### src/design/hvc_pkg.sv
`default_nettype none

package hvc_pkg;

	// field widths
	localparam int ELEV_W     = 24;
	localparam int SCALE_W    = 16;
	localparam int SCALE_FRAC = 8;
	localparam int CELL_W     = 16;
	localparam int GRID_W     = 13;
	localparam int IDX_W      = 12;
	localparam int POS_W      = 29;
	localparam int Y_W        = 32;
	localparam int CH_W       = 8;
	localparam int CFG_IDX_W  = 3;
	localparam int CFG_DATA_W = 24;

	// default for the grid dimension clamp
	localparam int MAX_GRID_DIM_DEF = 4096;

	// color datapath widths
	localparam int DIFF_W = ELEV_W + 1;
	localparam int D4_W   = ELEV_W + 4;
	localparam int NUM_W  = ELEV_W + 3;
	localparam int DEN_W  = ELEV_W + 1;
	localparam int N_W    = NUM_W + 10;
	localparam int REM_W  = DEN_W + CH_W;

	// pipeline shape
	localparam int DIV_STEPS   = CH_W;
	localparam int GEOM_STAGES = 4;
	localparam int PIPE_DEPTH  = 6 + DIV_STEPS;

	localparam logic [CH_W-1:0] CH_GRAY = 8'd128;
	localparam logic [CH_W-1:0] CH_MAX  = 8'd255;
	localparam logic [9:0] RAMP_GAIN    = 10'd510;

	typedef enum logic [CFG_IDX_W-1:0] {
		REG_MIN_ELEV,
		REG_MAX_ELEV,
		REG_VSCALE,
		REG_CELL_WIDTH,
		REG_CELL_HEIGHT,
		REG_GRID_COLS,
		REG_GRID_ROWS,
		REG_FLIP_Z
	} cfg_reg_t;

	typedef enum logic [1:0] {
		SEG_BLUE_CYAN,
		SEG_CYAN_GREEN,
		SEG_GREEN_YELLOW,
		SEG_YELLOW_RED
	} seg_t;

	// side information that travels with the divider
	typedef struct packed {
		logic gray;
		seg_t seg;
		logic sat;
	} div_tag_t;

endpackage

`default_nettype wire

### src/design/hvc_geom.sv
`default_nettype none

module hvc_geom #(
	parameter int MAX_GRID_DIM = hvc_pkg::MAX_GRID_DIM_DEF
) (
	input  logic                                   clk,
	input  logic signed [hvc_pkg::ELEV_W-1:0]      elevation,
	input  logic                                   no_data,
	input  logic        [hvc_pkg::IDX_W-1:0]       row_index,
	input  logic        [hvc_pkg::IDX_W-1:0]       col_index,
	input  logic signed [hvc_pkg::ELEV_W-1:0]      min_elev,
	input  logic        [hvc_pkg::SCALE_W-1:0]     vertical_scale,
	input  logic        [hvc_pkg::CELL_W-1:0]      cell_width,
	input  logic        [hvc_pkg::CELL_W-1:0]      cell_height,
	input  logic        [hvc_pkg::GRID_W-1:0]      grid_cols,
	input  logic        [hvc_pkg::GRID_W-1:0]      grid_rows,
	input  logic                                   flip_z,
	output logic signed [hvc_pkg::POS_W-1:0]       pos_x,
	output logic signed [hvc_pkg::Y_W-1:0]         pos_y,
	output logic signed [hvc_pkg::POS_W-1:0]       pos_z
);

	import hvc_pkg::*;

	localparam int OFS_W  = GRID_W + 2;
	localparam int PROD_W = OFS_W + CELL_W + 1;
	localparam int P_W    = ELEV_W + SCALE_W + 1;
	localparam int DELAY  = PIPE_DEPTH - GEOM_STAGES;

	localparam logic signed [P_W-1:0]    Y_ROUND = P_W'(1 << (SCALE_FRAC - 1));
	localparam logic signed [PROD_W-1:0] POS_HI  = PROD_W'((2 ** (POS_W - 1)) - 1);
	localparam logic signed [PROD_W-1:0] POS_LO  = -PROD_W'(2 ** (POS_W - 1));

	logic [31:0]              cols_ext, rows_ext;
	logic [GRID_W-1:0]        gdim_c, gdim_r;

	logic signed [OFS_W-1:0]  dc_s1, dr_s1;
	logic signed [ELEV_W-1:0] h_s1;
	logic signed [PROD_W-1:0] x_s2, z_s2;
	logic signed [P_W-1:0]    p_s2;
	logic signed [PROD_W-1:0] x_s3, z_s3;
	logic signed [Y_W-1:0]    y_s3;
	logic signed [POS_W-1:0]  x_s4, z_s4;
	logic signed [Y_W-1:0]    y_s4;

	logic signed [POS_W-1:0]  x_line_q [DELAY];
	logic signed [POS_W-1:0]  z_line_q [DELAY];
	logic signed [Y_W-1:0]    y_line_q [DELAY];

	// oversized grid registers act as the largest grid
	always_comb begin
		cols_ext = 32'(grid_cols);
		rows_ext = 32'(grid_rows);
		gdim_c = (cols_ext > 32'(MAX_GRID_DIM)) ? GRID_W'(MAX_GRID_DIM) : grid_cols;
		gdim_r = (rows_ext > 32'(MAX_GRID_DIM)) ? GRID_W'(MAX_GRID_DIM) : grid_rows;
	end

	// stage 1: centered offsets in half cells, height source
	always_ff @(posedge clk) begin
		dc_s1 <= $signed(OFS_W'({col_index, 1'b0})) - $signed(OFS_W'(gdim_c));
		dr_s1 <= $signed(OFS_W'({row_index, 1'b0})) - $signed(OFS_W'(gdim_r));
		h_s1  <= no_data ? min_elev : elevation;
	end

	// stage 2: scale by cell size and vertical factor
	always_ff @(posedge clk) begin
		x_s2 <= dc_s1 * $signed({1'b0, cell_width});
		z_s2 <= dr_s1 * $signed({1'b0, cell_height});
		p_s2 <= h_s1 * $signed({1'b0, vertical_scale});
	end

	// stage 3: orientation of z, round y to nearest with ties upward
	always_ff @(posedge clk) begin
		x_s3 <= x_s2;
		z_s3 <= flip_z ? -z_s2 : z_s2;
		y_s3 <= Y_W'((p_s2 + Y_ROUND) >>> SCALE_FRAC);
	end

	// stage 4: clamp positions to the output range
	always_ff @(posedge clk) begin
		if (x_s3 > POS_HI) begin
			x_s4 <= POS_W'(POS_HI);
		end else if (x_s3 < POS_LO) begin
			x_s4 <= POS_W'(POS_LO);
		end else begin
			x_s4 <= POS_W'(x_s3);
		end
		if (z_s3 > POS_HI) begin
			z_s4 <= POS_W'(POS_HI);
		end else if (z_s3 < POS_LO) begin
			z_s4 <= POS_W'(POS_LO);
		end else begin
			z_s4 <= POS_W'(z_s3);
		end
		y_s4 <= y_s3;
	end

	// align with the color pipeline
	always_ff @(posedge clk) begin
		x_line_q[0] <= x_s4;
		z_line_q[0] <= z_s4;
		y_line_q[0] <= y_s4;
		for (int i = 1; i < DELAY; i++) begin
			x_line_q[i] <= x_line_q[i-1];
			z_line_q[i] <= z_line_q[i-1];
			y_line_q[i] <= y_line_q[i-1];
		end
	end

	assign pos_x = x_line_q[DELAY-1];
	assign pos_y = y_line_q[DELAY-1];
	assign pos_z = z_line_q[DELAY-1];

endmodule

`default_nettype wire

### src/design/hvc_div_stage.sv
`default_nettype none

module hvc_div_stage #(
	parameter int SHIFT = 0
) (
	input  logic                              clk,
	input  logic                              arst_n,
	input  logic                              valid,
	input  hvc_pkg::div_tag_t                 tag,
	input  logic [hvc_pkg::DEN_W-1:0]         den,
	input  logic [hvc_pkg::REM_W-1:0]         rem,
	input  logic [hvc_pkg::CH_W-1:0]          quo,
	output logic                              valid_s1,
	output hvc_pkg::div_tag_t                 tag_s1,
	output logic [hvc_pkg::DEN_W-1:0]         den_s1,
	output logic [hvc_pkg::REM_W-1:0]         rem_s1,
	output logic [hvc_pkg::CH_W-1:0]          quo_s1
);

	import hvc_pkg::*;

	logic [REM_W-1:0] trial;
	logic             fit;

	// one restoring step: compare against the shifted divisor
	always_comb begin
		trial = REM_W'(den) << SHIFT;
		fit   = (rem >= trial);
	end

	always_ff @(posedge clk or negedge arst_n) begin
		if (!arst_n) begin
			valid_s1 <= 1'b0;
		end else begin
			valid_s1 <= valid;
		end
	end

	always_ff @(posedge clk) begin
		tag_s1 <= tag;
		den_s1 <= den;
		rem_s1 <= fit ? (rem - trial) : rem;
		quo_s1 <= {quo[CH_W-2:0], fit};
	end

endmodule

`default_nettype wire

### src/design/hvc_color.sv
`default_nettype none

module hvc_color (
	input  logic                                clk,
	input  logic                                arst_n,
	input  logic                                valid,
	input  logic signed [hvc_pkg::ELEV_W-1:0]   elevation,
	input  logic                                no_data,
	input  logic signed [hvc_pkg::ELEV_W-1:0]   min_elev,
	input  logic signed [hvc_pkg::ELEV_W-1:0]   max_elev,
	output logic                                valid_s14,
	output logic        [hvc_pkg::CH_W-1:0]     red_s14,
	output logic        [hvc_pkg::CH_W-1:0]     green_s14,
	output logic        [hvc_pkg::CH_W-1:0]     blue_s14
);

	import hvc_pkg::*;

	logic                     v_s1, v_s2, v_s3, v_s4, v_s5;
	logic signed [DIFF_W-1:0] d_s1, rng_s1;
	logic                     nd_s1;

	logic                     gray_s2;
	logic signed [D4_W-1:0]   d4_s2, r1_s2, r2_s2, r3_s2;
	logic [DEN_W-1:0]         den_s2;

	seg_t                     seg_c;
	logic signed [D4_W-1:0]   num_c;
	logic                     gray_s3;
	seg_t                     seg_s3;
	logic signed [D4_W-1:0]   num_s3;
	logic [DEN_W-1:0]         den_s3;

	logic [NUM_W-1:0]         numu_c;
	logic                     gray_s4;
	seg_t                     seg_s4;
	logic [N_W-1:0]           big_s4;
	logic [DEN_W-1:0]         den_s4;

	div_tag_t                 tag_s5;
	logic [DEN_W-1:0]         den_s5;
	logic [REM_W-1:0]         rem_s5;

	logic                     dv_valid [DIV_STEPS+1];
	div_tag_t                 dv_tag   [DIV_STEPS+1];
	logic [DEN_W-1:0]         dv_den   [DIV_STEPS+1];
	logic [REM_W-1:0]         dv_rem   [DIV_STEPS+1];
	logic [CH_W-1:0]          dv_quo   [DIV_STEPS+1];

	logic [CH_W-1:0]          ramp_c;
	div_tag_t                 fin_tag;

	// valid bits of the front stages
	always_ff @(posedge clk or negedge arst_n) begin
		if (!arst_n) begin
			v_s1 <= 1'b0;
			v_s2 <= 1'b0;
			v_s3 <= 1'b0;
			v_s4 <= 1'b0;
			v_s5 <= 1'b0;
		end else begin
			v_s1 <= valid;
			v_s2 <= v_s1;
			v_s3 <= v_s2;
			v_s4 <= v_s3;
			v_s5 <= v_s4;
		end
	end

	// stage 1: offset into the range and range width
	always_ff @(posedge clk) begin
		d_s1   <= $signed({elevation[ELEV_W-1], elevation}) - $signed({min_elev[ELEV_W-1], min_elev});
		rng_s1 <= $signed({max_elev[ELEV_W-1], max_elev}) - $signed({min_elev[ELEV_W-1], min_elev});
		nd_s1  <= no_data;
	end

	// stage 2: segment boundaries, gray for no-data or empty range
	always_ff @(posedge clk) begin
		gray_s2 <= nd_s1 || rng_s1[DIFF_W-1] || (rng_s1 == '0);
		d4_s2   <= D4_W'(d_s1) <<< 2;
		r1_s2   <= D4_W'(rng_s1);
		r2_s2   <= D4_W'(rng_s1) <<< 1;
		r3_s2   <= D4_W'(rng_s1) + (D4_W'(rng_s1) <<< 1);
		den_s2  <= {rng_s1[DIFF_W-2:0], 1'b0};
	end

	// segment select and position within the segment
	always_comb begin
		seg_c = SEG_YELLOW_RED;
		num_c = d4_s2 - r3_s2;
		if (d4_s2 < r1_s2) begin
			seg_c = SEG_BLUE_CYAN;
			num_c = d4_s2;
		end else if (d4_s2 < r2_s2) begin
			seg_c = SEG_CYAN_GREEN;
			num_c = d4_s2 - r1_s2;
		end else if (d4_s2 < r3_s2) begin
			seg_c = SEG_GREEN_YELLOW;
			num_c = d4_s2 - r2_s2;
		end
	end

	// stage 3
	always_ff @(posedge clk) begin
		gray_s3 <= gray_s2;
		seg_s3  <= seg_c;
		num_s3  <= num_c;
		den_s3  <= den_s2;
	end

	// stage 4: dividend 510*num + range, negative positions ramp from zero
	always_comb begin
		numu_c = (!num_s3[D4_W-1] && (num_s3 != '0)) ? NUM_W'(num_s3) : '0;
	end

	always_ff @(posedge clk) begin
		gray_s4 <= gray_s3;
		seg_s4  <= seg_s3;
		big_s4  <= N_W'(numu_c) * N_W'(RAMP_GAIN) + N_W'(den_s3[DEN_W-1:1]);
		den_s4  <= den_s3;
	end

	// stage 5: quotient above 255 saturates
	always_ff @(posedge clk) begin
		tag_s5.gray <= gray_s4;
		tag_s5.seg  <= seg_s4;
		tag_s5.sat  <= (big_s4 >= (N_W'(den_s4) << CH_W));
		den_s5      <= den_s4;
		rem_s5      <= REM_W'(big_s4);
	end

	// divider, one quotient bit per stage, msb first
	assign dv_valid[0] = v_s5;
	assign dv_tag[0]   = tag_s5;
	assign dv_den[0]   = den_s5;
	assign dv_rem[0]   = rem_s5;
	assign dv_quo[0]   = '0;

	for (genvar k = 0; k < DIV_STEPS; k++) begin : g_div
		hvc_div_stage #(
			.SHIFT(DIV_STEPS - 1 - k)
		) u_step (
			.clk      (clk),
			.arst_n   (arst_n),
			.valid    (dv_valid[k]),
			.tag      (dv_tag[k]),
			.den      (dv_den[k]),
			.rem      (dv_rem[k]),
			.quo      (dv_quo[k]),
			.valid_s1 (dv_valid[k+1]),
			.tag_s1   (dv_tag[k+1]),
			.den_s1   (dv_den[k+1]),
			.rem_s1   (dv_rem[k+1]),
			.quo_s1   (dv_quo[k+1])
		);
	end

	// final stage: map the ramp value onto the segment colors
	always_comb begin
		fin_tag = dv_tag[DIV_STEPS];
		ramp_c  = fin_tag.sat ? CH_MAX : dv_quo[DIV_STEPS];
	end

	always_ff @(posedge clk or negedge arst_n) begin
		if (!arst_n) begin
			valid_s14 <= 1'b0;
		end else begin
			valid_s14 <= dv_valid[DIV_STEPS];
		end
	end

	always_ff @(posedge clk) begin
		if (fin_tag.gray) begin
			red_s14   <= CH_GRAY;
			green_s14 <= CH_GRAY;
			blue_s14  <= CH_GRAY;
		end else begin
			case (fin_tag.seg)
				SEG_BLUE_CYAN: begin
					red_s14   <= '0;
					green_s14 <= ramp_c;
					blue_s14  <= CH_MAX;
				end
				SEG_CYAN_GREEN: begin
					red_s14   <= '0;
					green_s14 <= CH_MAX;
					blue_s14  <= CH_MAX - ramp_c;
				end
				SEG_GREEN_YELLOW: begin
					red_s14   <= ramp_c;
					green_s14 <= CH_MAX;
					blue_s14  <= '0;
				end
				SEG_YELLOW_RED: begin
					red_s14   <= CH_MAX;
					green_s14 <= CH_MAX - ramp_c;
					blue_s14  <= '0;
				end
				default: begin
					red_s14   <= CH_GRAY;
					green_s14 <= CH_GRAY;
					blue_s14  <= CH_GRAY;
				end
			endcase
		end
	end

`ifndef SYNTHESIS
	// an unsaturated division leaves a remainder below the divisor
	a_div_rem: assert property (@(posedge clk) disable iff (!arst_n)
		(dv_valid[DIV_STEPS] && !dv_tag[DIV_STEPS].sat && !dv_tag[DIV_STEPS].gray)
		|-> (dv_rem[DIV_STEPS] < REM_W'(dv_den[DIV_STEPS])))
		else $error("divider remainder not below divisor");

	// every ramp color pins green, or red and blue at opposite ends, or is gray
	a_ramp_shape: assert property (@(posedge clk) disable iff (!arst_n)
		valid_s14 |-> ((red_s14 == CH_GRAY && green_s14 == CH_GRAY && blue_s14 == CH_GRAY)
			|| (green_s14 == CH_MAX)
			|| (red_s14 == '0 && blue_s14 == CH_MAX)
			|| (red_s14 == CH_MAX && blue_s14 == '0)))
		else $error("color off the ramp");
`endif

endmodule

`default_nettype wire

### src/design/heightmap_vertex_color.sv
`default_nettype none

// Per-sample vertex position and elevation color for a height grid.
// Input channel: an item (elevation, no_data, row_index, col_index) is taken at
// a rising edge where start is high and busy is low. busy is low in normal
// operation, so one item can be taken every cycle.
// Result channel: done is high for exactly one cycle with pos_x, pos_y, pos_z,
// red, green and blue; the receiver takes the result in that cycle and cannot
// stall it.
// Throughput is one item per cycle. The result of each item passes through the
// pipeline below before it reaches the ports.
// The depth is set by the color ramp: a 5-stage front end followed by an
// 8-stage restoring divider (one quotient bit per stage) and an output stage.
// Configuration: wr_en, wr_index, wr_data write one register per cycle; write
// only while no item is in flight.
// Reset: arst_n clears all valid bits and loads register defaults; busy is high
// during reset and is cleared by the next clock edge after release.
module heightmap_vertex_color #(
	parameter int MAX_GRID_DIM = hvc_pkg::MAX_GRID_DIM_DEF
) (
	input  logic                                   clk,
	input  logic                                   arst_n,
	input  logic                                   start,
	output logic                                   busy,
	input  logic signed [hvc_pkg::ELEV_W-1:0]      elevation,
	input  logic                                   no_data,
	input  logic        [hvc_pkg::IDX_W-1:0]       row_index,
	input  logic        [hvc_pkg::IDX_W-1:0]       col_index,
	input  logic                                   wr_en,
	input  logic        [hvc_pkg::CFG_IDX_W-1:0]   wr_index,
	input  logic        [hvc_pkg::CFG_DATA_W-1:0]  wr_data,
	output logic                                   done,
	output logic signed [hvc_pkg::POS_W-1:0]       pos_x,
	output logic signed [hvc_pkg::Y_W-1:0]         pos_y,
	output logic signed [hvc_pkg::POS_W-1:0]       pos_z,
	output logic        [hvc_pkg::CH_W-1:0]        red,
	output logic        [hvc_pkg::CH_W-1:0]        green,
	output logic        [hvc_pkg::CH_W-1:0]        blue
);

	import hvc_pkg::*;

	logic signed [ELEV_W-1:0] min_elev_q, max_elev_q;
	logic [SCALE_W-1:0]       vscale_q;
	logic [CELL_W-1:0]        cell_width_q, cell_height_q;
	logic [GRID_W-1:0]        grid_cols_q, grid_rows_q;
	logic                     flip_z_q;
	logic                     busy_q;
	logic                     accept;

	// configuration registers
	always_ff @(posedge clk or negedge arst_n) begin
		if (!arst_n) begin
			min_elev_q    <= '0;
			max_elev_q    <= '0;
			vscale_q      <= SCALE_W'(256);
			cell_width_q  <= CELL_W'(100);
			cell_height_q <= CELL_W'(100);
			grid_cols_q   <= GRID_W'(1);
			grid_rows_q   <= GRID_W'(1);
			flip_z_q      <= 1'b0;
		end else if (wr_en) begin
			case (cfg_reg_t'(wr_index))
				REG_MIN_ELEV:    min_elev_q    <= $signed(wr_data[ELEV_W-1:0]);
				REG_MAX_ELEV:    max_elev_q    <= $signed(wr_data[ELEV_W-1:0]);
				REG_VSCALE:      vscale_q      <= wr_data[SCALE_W-1:0];
				REG_CELL_WIDTH:  cell_width_q  <= wr_data[CELL_W-1:0];
				REG_CELL_HEIGHT: cell_height_q <= wr_data[CELL_W-1:0];
				REG_GRID_COLS:   grid_cols_q   <= wr_data[GRID_W-1:0];
				REG_GRID_ROWS:   grid_rows_q   <= wr_data[GRID_W-1:0];
				REG_FLIP_Z:      flip_z_q      <= wr_data[0];
				default: begin
				end
			endcase
		end
	end

	// held off only while coming out of reset
	always_ff @(posedge clk or negedge arst_n) begin
		if (!arst_n) begin
			busy_q <= 1'b1;
		end else begin
			busy_q <= 1'b0;
		end
	end

	assign busy   = busy_q;
	assign accept = start && !busy_q;

	// position datapath
	hvc_geom #(
		.MAX_GRID_DIM(MAX_GRID_DIM)
	) u_geom (
		.clk            (clk),
		.elevation      (elevation),
		.no_data        (no_data),
		.row_index      (row_index),
		.col_index      (col_index),
		.min_elev       (min_elev_q),
		.vertical_scale (vscale_q),
		.cell_width     (cell_width_q),
		.cell_height    (cell_height_q),
		.grid_cols      (grid_cols_q),
		.grid_rows      (grid_rows_q),
		.flip_z         (flip_z_q),
		.pos_x          (pos_x),
		.pos_y          (pos_y),
		.pos_z          (pos_z)
	);

	// color ramp datapath, carries the item valid
	hvc_color u_color (
		.clk       (clk),
		.arst_n    (arst_n),
		.valid     (accept),
		.elevation (elevation),
		.no_data   (no_data),
		.min_elev  (min_elev_q),
		.max_elev  (max_elev_q),
		.valid_s14 (done),
		.red_s14   (red),
		.green_s14 (green),
		.blue_s14  (blue)
	);

`ifndef SYNTHESIS
	// every result traces back to an item taken earlier through the pipeline
	a_done_latency: assert property (@(posedge clk) disable iff (!arst_n)
		done |-> $past(accept, PIPE_DEPTH))
		else $error("result without a matching item");
`endif

endmodule

`default_nettype wire
### config.mk
export PLATFORM = sky130hd
export DESIGN_NAME = heightmap_vertex_color
export DESIGN_NICKNAME = d
export VERILOG_FILES = /design/src/design/hvc_pkg.sv /design/src/design/hvc_geom.sv /design/src/design/hvc_div_stage.sv /design/src/design/hvc_color.sv /design/src/design/heightmap_vertex_color.sv
export SDC_FILE = /design/constraint.sdc
export NUM_CORES = 2
export LEC_CHECK = 0
export BUFFER_PORTS_ARGS = -buffer_cell sky130_fd_sc_hd__buf_2
export CAP_MARGIN = 10
export CORE_MARGIN = 3
export CORE_UTILIZATION = 55
export CTS_CLUSTER_SIZE = 8
export DETAILED_ROUTE_END_ITERATION = 16
export HOLD_SLACK_MARGIN = 0.03
export PLACE_DENSITY = 0.7
export SLEW_MARGIN = 20
export SYNTH_ARGS = -nofsm -noshare
export SYNTH_HDL_FRONTEND = slang
export SYNTH_SLANG_ARGS = --single-unit
### constraint.sdc
create_clock -name clk -period 16.6 [get_ports clk]
set_clock_uncertainty 0.05 [all_clocks]
set_input_delay 0 -clock clk [delete_from_list [all_inputs] [get_ports clk]]
set_output_delay 0 -clock clk [all_outputs]
set_load 0.01 [all_outputs]
==> impl_results.html <==
<table>
<tr><th>Metric</th><th>Value</th></tr>
<tr><th colspan="2">Worst setup path</th></tr>
<tr><td>Reg2reg start</td><td>u_color.num_s3[0]</td></tr>
<tr><td>WS Path Type</td><td>flip-flop to flip-flop</td></tr>
<tr><td>Slowest stage delay, CP</td><td>0.55 ns</td></tr>
<tr><td>Worst endpoint required time</td><td>roughly 17 ns</td></tr>
<tr><td>Cell with the largest stage delay on the worst path</td><td>sky130_fd_sc_hd__fa_1</td></tr>
<tr><td>Endpoint class of the critical path</td><td>flip-flop</td></tr>
<tr><td>Crit path max fanout</td><td>14</td></tr>
<tr><td>Startpoint type of the worst setup path</td><td>flip-flop</td></tr>
<tr><td>Worst Setup SP</td><td>u_color.num_s3[0]</td></tr>
<tr><td>Arrival time at the worst endpoint</td><td>9.22 ns</td></tr>
<tr><th colspan="2">GRT</th></tr>
<tr><td>Initial antenna violation count</td><td>17</td></tr>
<tr><td>Congestion Overflow GR</td><td>0</td></tr>
<tr><td>Global-route wire length before repair</td><td>366 mm</td></tr>
<tr><td>GRT Util Overall</td><td>about a quarter</td></tr>
<tr><td>Pin count of the biggest net entering global routing</td><td>72</td></tr>
<tr><td>Number of global-route vias before repair</td><td>roughly 72k</td></tr>
<tr><th colspan="2">Synthesis</th></tr>
<tr><td>Number of synthesized flops with an enable pin</td><td>0</td></tr>
<tr><td>Mapped Avg Cell Area</td><td>10.6 um^2</td></tr>
<tr><td>Register area share after synthesis</td><td>42.7%</td></tr>
<tr><td>Post-Synthesis Cell Area</td><td>103000 um^2</td></tr>
<tr><td>Synth cell types</td><td>86</td></tr>
<tr><td>Synthesized instance count</td><td>9730</td></tr>
<tr><td>Synthesis Warnings</td><td>0</td></tr>
<tr><td>Main synth FF type</td><td>sky130_fd_sc_hd__dfxtp_1</td></tr>
<tr><td>Post-synth ARST share</td><td>between 6 and 7%</td></tr>
<tr><td>Number of register bits inferred by synthesis</td><td>2159</td></tr>
<tr><td>Synth Net Count</td><td>~11k</td></tr>
<tr><th colspan="2">Die</th></tr>
<tr><td>Overall die area</td><td>192000 um^2</td></tr>
<tr><td>IO Count</td><td>196</td></tr>
<tr><td>Core Region</td><td>about 190000 um^2</td></tr>
<tr><td>Initial core utilization</td><td>55.4%</td></tr>
<tr><td>Overall die width</td><td>about 440 um</td></tr>
<tr><td># rows</td><td>158</td></tr>
<tr><td>Die height</td><td>~440 um</td></tr>
<tr><th colspan="2">Clock network</th></tr>
<tr><td>Max H-tree Level</td><td>5</td></tr>
<tr><td>Clock Root Buffer</td><td>sky130_fd_sc_hd__clkbuf_16</td></tr>
<tr><td>Clk sink count</td><td>between 2k and 2.5k</td></tr>
<tr><td>Count of hold buffers inserted by post-cts repair</td><td>245</td></tr>
<tr><td>Clock tree from TritonCTS</td><td>done</td></tr>
<tr><td>Number of clock buffers inserted by TritonCTS</td><td>roughly 320</td></tr>
<tr><td>Register clock-pin slew on the reported worst setup and hold paths</td><td>0.06 ns</td></tr>
<tr><td>Buffer count from post-CTS setup fixing</td><td>0</td></tr>
<tr><td>Cts repair resizes</td><td>0</td></tr>
<tr><td>Worst-case clock buffer depth</td><td>4</td></tr>
<tr><td>Worst-Skew Late Latency</td><td>roughly 0.93 ns</td></tr>
<tr><th colspan="2">Route</th></tr>
<tr><td>Via count</td><td>~67k</td></tr>
<tr><td>Total Wirelength</td><td>roughly 220 mm</td></tr>
<tr><td>Post-DRT Antenna Nets</td><td>0</td></tr>
<tr><td>Initial drt markers</td><td>3794</td></tr>
<tr><td>DR vias/cell</td><td>5.25</td></tr>
<tr><td>Number of DRC violations after detailed routing</td><td>0</td></tr>
<tr><td>Length of the first detailed-routing pass in iterations</td><td>5</td></tr>
<tr><td>Routed length per placed instance</td><td>between 15 and 20 um</td></tr>
<tr><th colspan="2">STA</th></tr>
<tr><td>Final-layout setup total negative slack</td><td>0 ns</td></tr>
<tr><td>RSZ-0062 raised after global routing</td><td>false</td></tr>
<tr><td>Final setup vio count</td><td>0</td></tr>
<tr><td>Final Slew Violations</td><td>0</td></tr>
<tr><td>Relative slew slack</td><td>19.0%</td></tr>
<tr><td>Fin crit period</td><td>8.45 ns</td></tr>
<tr><td>Number of hold violations in the final report</td><td>0</td></tr>
<tr><td>Post-route clock period utilization</td><td>50.9%</td></tr>
<tr><td>Fmax</td><td>118 MHz</td></tr>
<tr><td>Slew of the pin with the lowest slew margin</td><td>between 1 and 1.5 ns</td></tr>
<tr><th colspan="2">Final layout</th></tr>
<tr><td>Share of post-route cells with drive strength above 1</td><td>7.75%</td></tr>
<tr><td>Leading cell type in the layout, fill and taps excluded</td><td>sky130_fd_sc_hd__dfxtp_1</td></tr>
<tr><td>Number of inserted filler cells in the final layout</td><td>14.6k</td></tr>
<tr><td>Most used cells in the layout excluding fill and tap cells</td><td>2021 x sky130_fd_sc_hd__dfxtp_1, 1362 x sky130_fd_sc_hd__inv_1, 869 x sky130_fd_sc_hd__nand2_1, 837 x sky130_fd_sc_hd__fa_1, 800 x sky130_fd_sc_hd__ha_1</td></tr>
<tr><td>Area added between synthesis and finish</td><td>14.3%</td></tr>
<tr><td>Net count, final</td><td>12.0k</td></tr>
<tr><th colspan="2">Status</th></tr>
<tr><td>Result of the run</td><td>finished, final reports clean</td></tr>
<tr><th colspan="2">Place</th></tr>
<tr><td>IO buf count</td><td>slightly below 200</td></tr>
<tr><td>HPWL after detailed placement</td><td>approximately 170 mm</td></tr>
<tr><td>Weighted congestion at the end of routability-driven global placement</td><td>between 0.9 and 1</td></tr>
<tr><th colspan="2">Run</th></tr>
<tr><td>Max Cap Viol</td><td>0</td></tr>
<tr><th colspan="2">Worst hold path</th></tr>
<tr><td>Type of the tightest min-delay check</td><td>input pin to flip-flop</td></tr>
<tr><td>Startpoint of the most critical hold path</td><td>wr_data[3]</td></tr>
</table>
-- final timing paths --
kind,slack (ns),cells past startpoint,end
worst max-delay path,8.15,30,u_color.big_s4[34]
worst min-delay path,0.15,3,grid_cols_q[3]
worst max register to register,8.15,30,u_color.big_s4[34]
worst min register to register,0.20,0,u_geom.y_line_q[7][22]
max in group asynchronous,15.42,4,cell_width_q[14]
min in group asynchronous,0.17,3,cell_height_q[5]
-- cell usage after synthesis (102+ instances only) --
library cell / n / area [um^2]
sky130_fd_sc_hd__a21o_1: 211 / 1580
sky130_fd_sc_hd__a21oi_1: 408 / 2040
sky130_fd_sc_hd__and2_1: 361 / 2260
sky130_fd_sc_hd__clkbuf_1: 199 / 747
sky130_fd_sc_hd__dfrtp_1: 128 / 3200
sky130_fd_sc_hd__dfxtp_1: 2021 / 40500
sky130_fd_sc_hd__fa_1: 837 / 16800
sky130_fd_sc_hd__ha_1: 800 / 10000
sky130_fd_sc_hd__inv_1: 1362 / 5110
sky130_fd_sc_hd__mux2_2: 159 / 1790
sky130_fd_sc_hd__nand2_1: 869 / 3260
sky130_fd_sc_hd__nor2_1: 394 / 1480
sky130_fd_sc_hd__o21a_1: 102 / 766
sky130_fd_sc_hd__o21ai_0: 331 / 1660
sky130_fd_sc_hd__xnor2_1: 341 / 2990
sky130_fd_sc_hd__xor2_1: 168 / 1470
-- registers in the layout, indices dropped and copies added (netlist names), 32 cells and up --
signal and cells:
u_geom.y_line_q 320, u_geom.x_line_q 290, u_geom.z_line_q 290, u_color.g_div.u_step.rem_s1 231, u_color.g_div.u_step.den_s1 161, u_color.big_s4 37, u_color.g_div.u_step.quo_s1 36, u_color.rem_s5 33
u_geom.p_s2 33, u_color.g_div.u_step.tag_s1 32, u_geom.y_s3 32, u_geom.y_s4 32, u_geom.z_s3 32
-- critical path: cells and delay by family, from the launching register on --
kind | cells | cell delay, ns
adder cells (fa/ha/maj) | 6 | 2.67
AO/OA/AOI/OAI | 8 | 2.42
AND/OR/NAND/NOR | 9 | 2.07
buffers and inverters | 5 | 0.53
flip-flops | 1 | 0.36
XOR/XNOR | 2 | 0.24
-- kinds of logic after synthesis --
kind of cell	synth area share (%)
flops	42.7
mux	1.89
other cells	0.00364
xor+xnor	4.33
buf+inv	5.76
fa+ha+maj	26.0
compound gates	8.78
simple gates	10.5
-- cell type report --
cell class	count	area [um^2]	area share, %
clock buffer	379	8480	7.21
inverter	1362	5110	4.35
timing repair buffer	463	3620	3.08
tap	2480	3100	2.64
sequential	2159	43900	37.4
multi-input combinational	5996	53100	45.2
clock inverter	12	180	0.153
antenna	10	25.0	0.0213
-- stage by stage --
step                cells  utilization (%)  cell area [um^2]  setup WS [ns]  hold slack (ns)
finish              12900             63.3            118000           8.15            0.149
global route        12900             63.3            118000           7.49            0.119
CTS                 12900             63.3            118000           8.15           0.0518
detailed placement  12200             57.3            106000           8.13           0.0223
global placement    12200             57.3            106000           8.00           0.0160
floorplan            9730                -            103000           9.22           -0.346
-- metal layers --
layer / vias to the layer above / part of all wire, % / GRT usage (%)
met5: - / 0.012 / 0
met4: 4 / 4.1 / 10.0
met3: 526 / 6.1 / 5.05
met2: 1868 / 48 / 40.4
met1: 32600 / 42 / 28.8
li1: 32400 / - / -
Power is left out: the tool's default activity adds up to more than one toggle a clock period on the data nets, which glitch-free logic cannot reach.
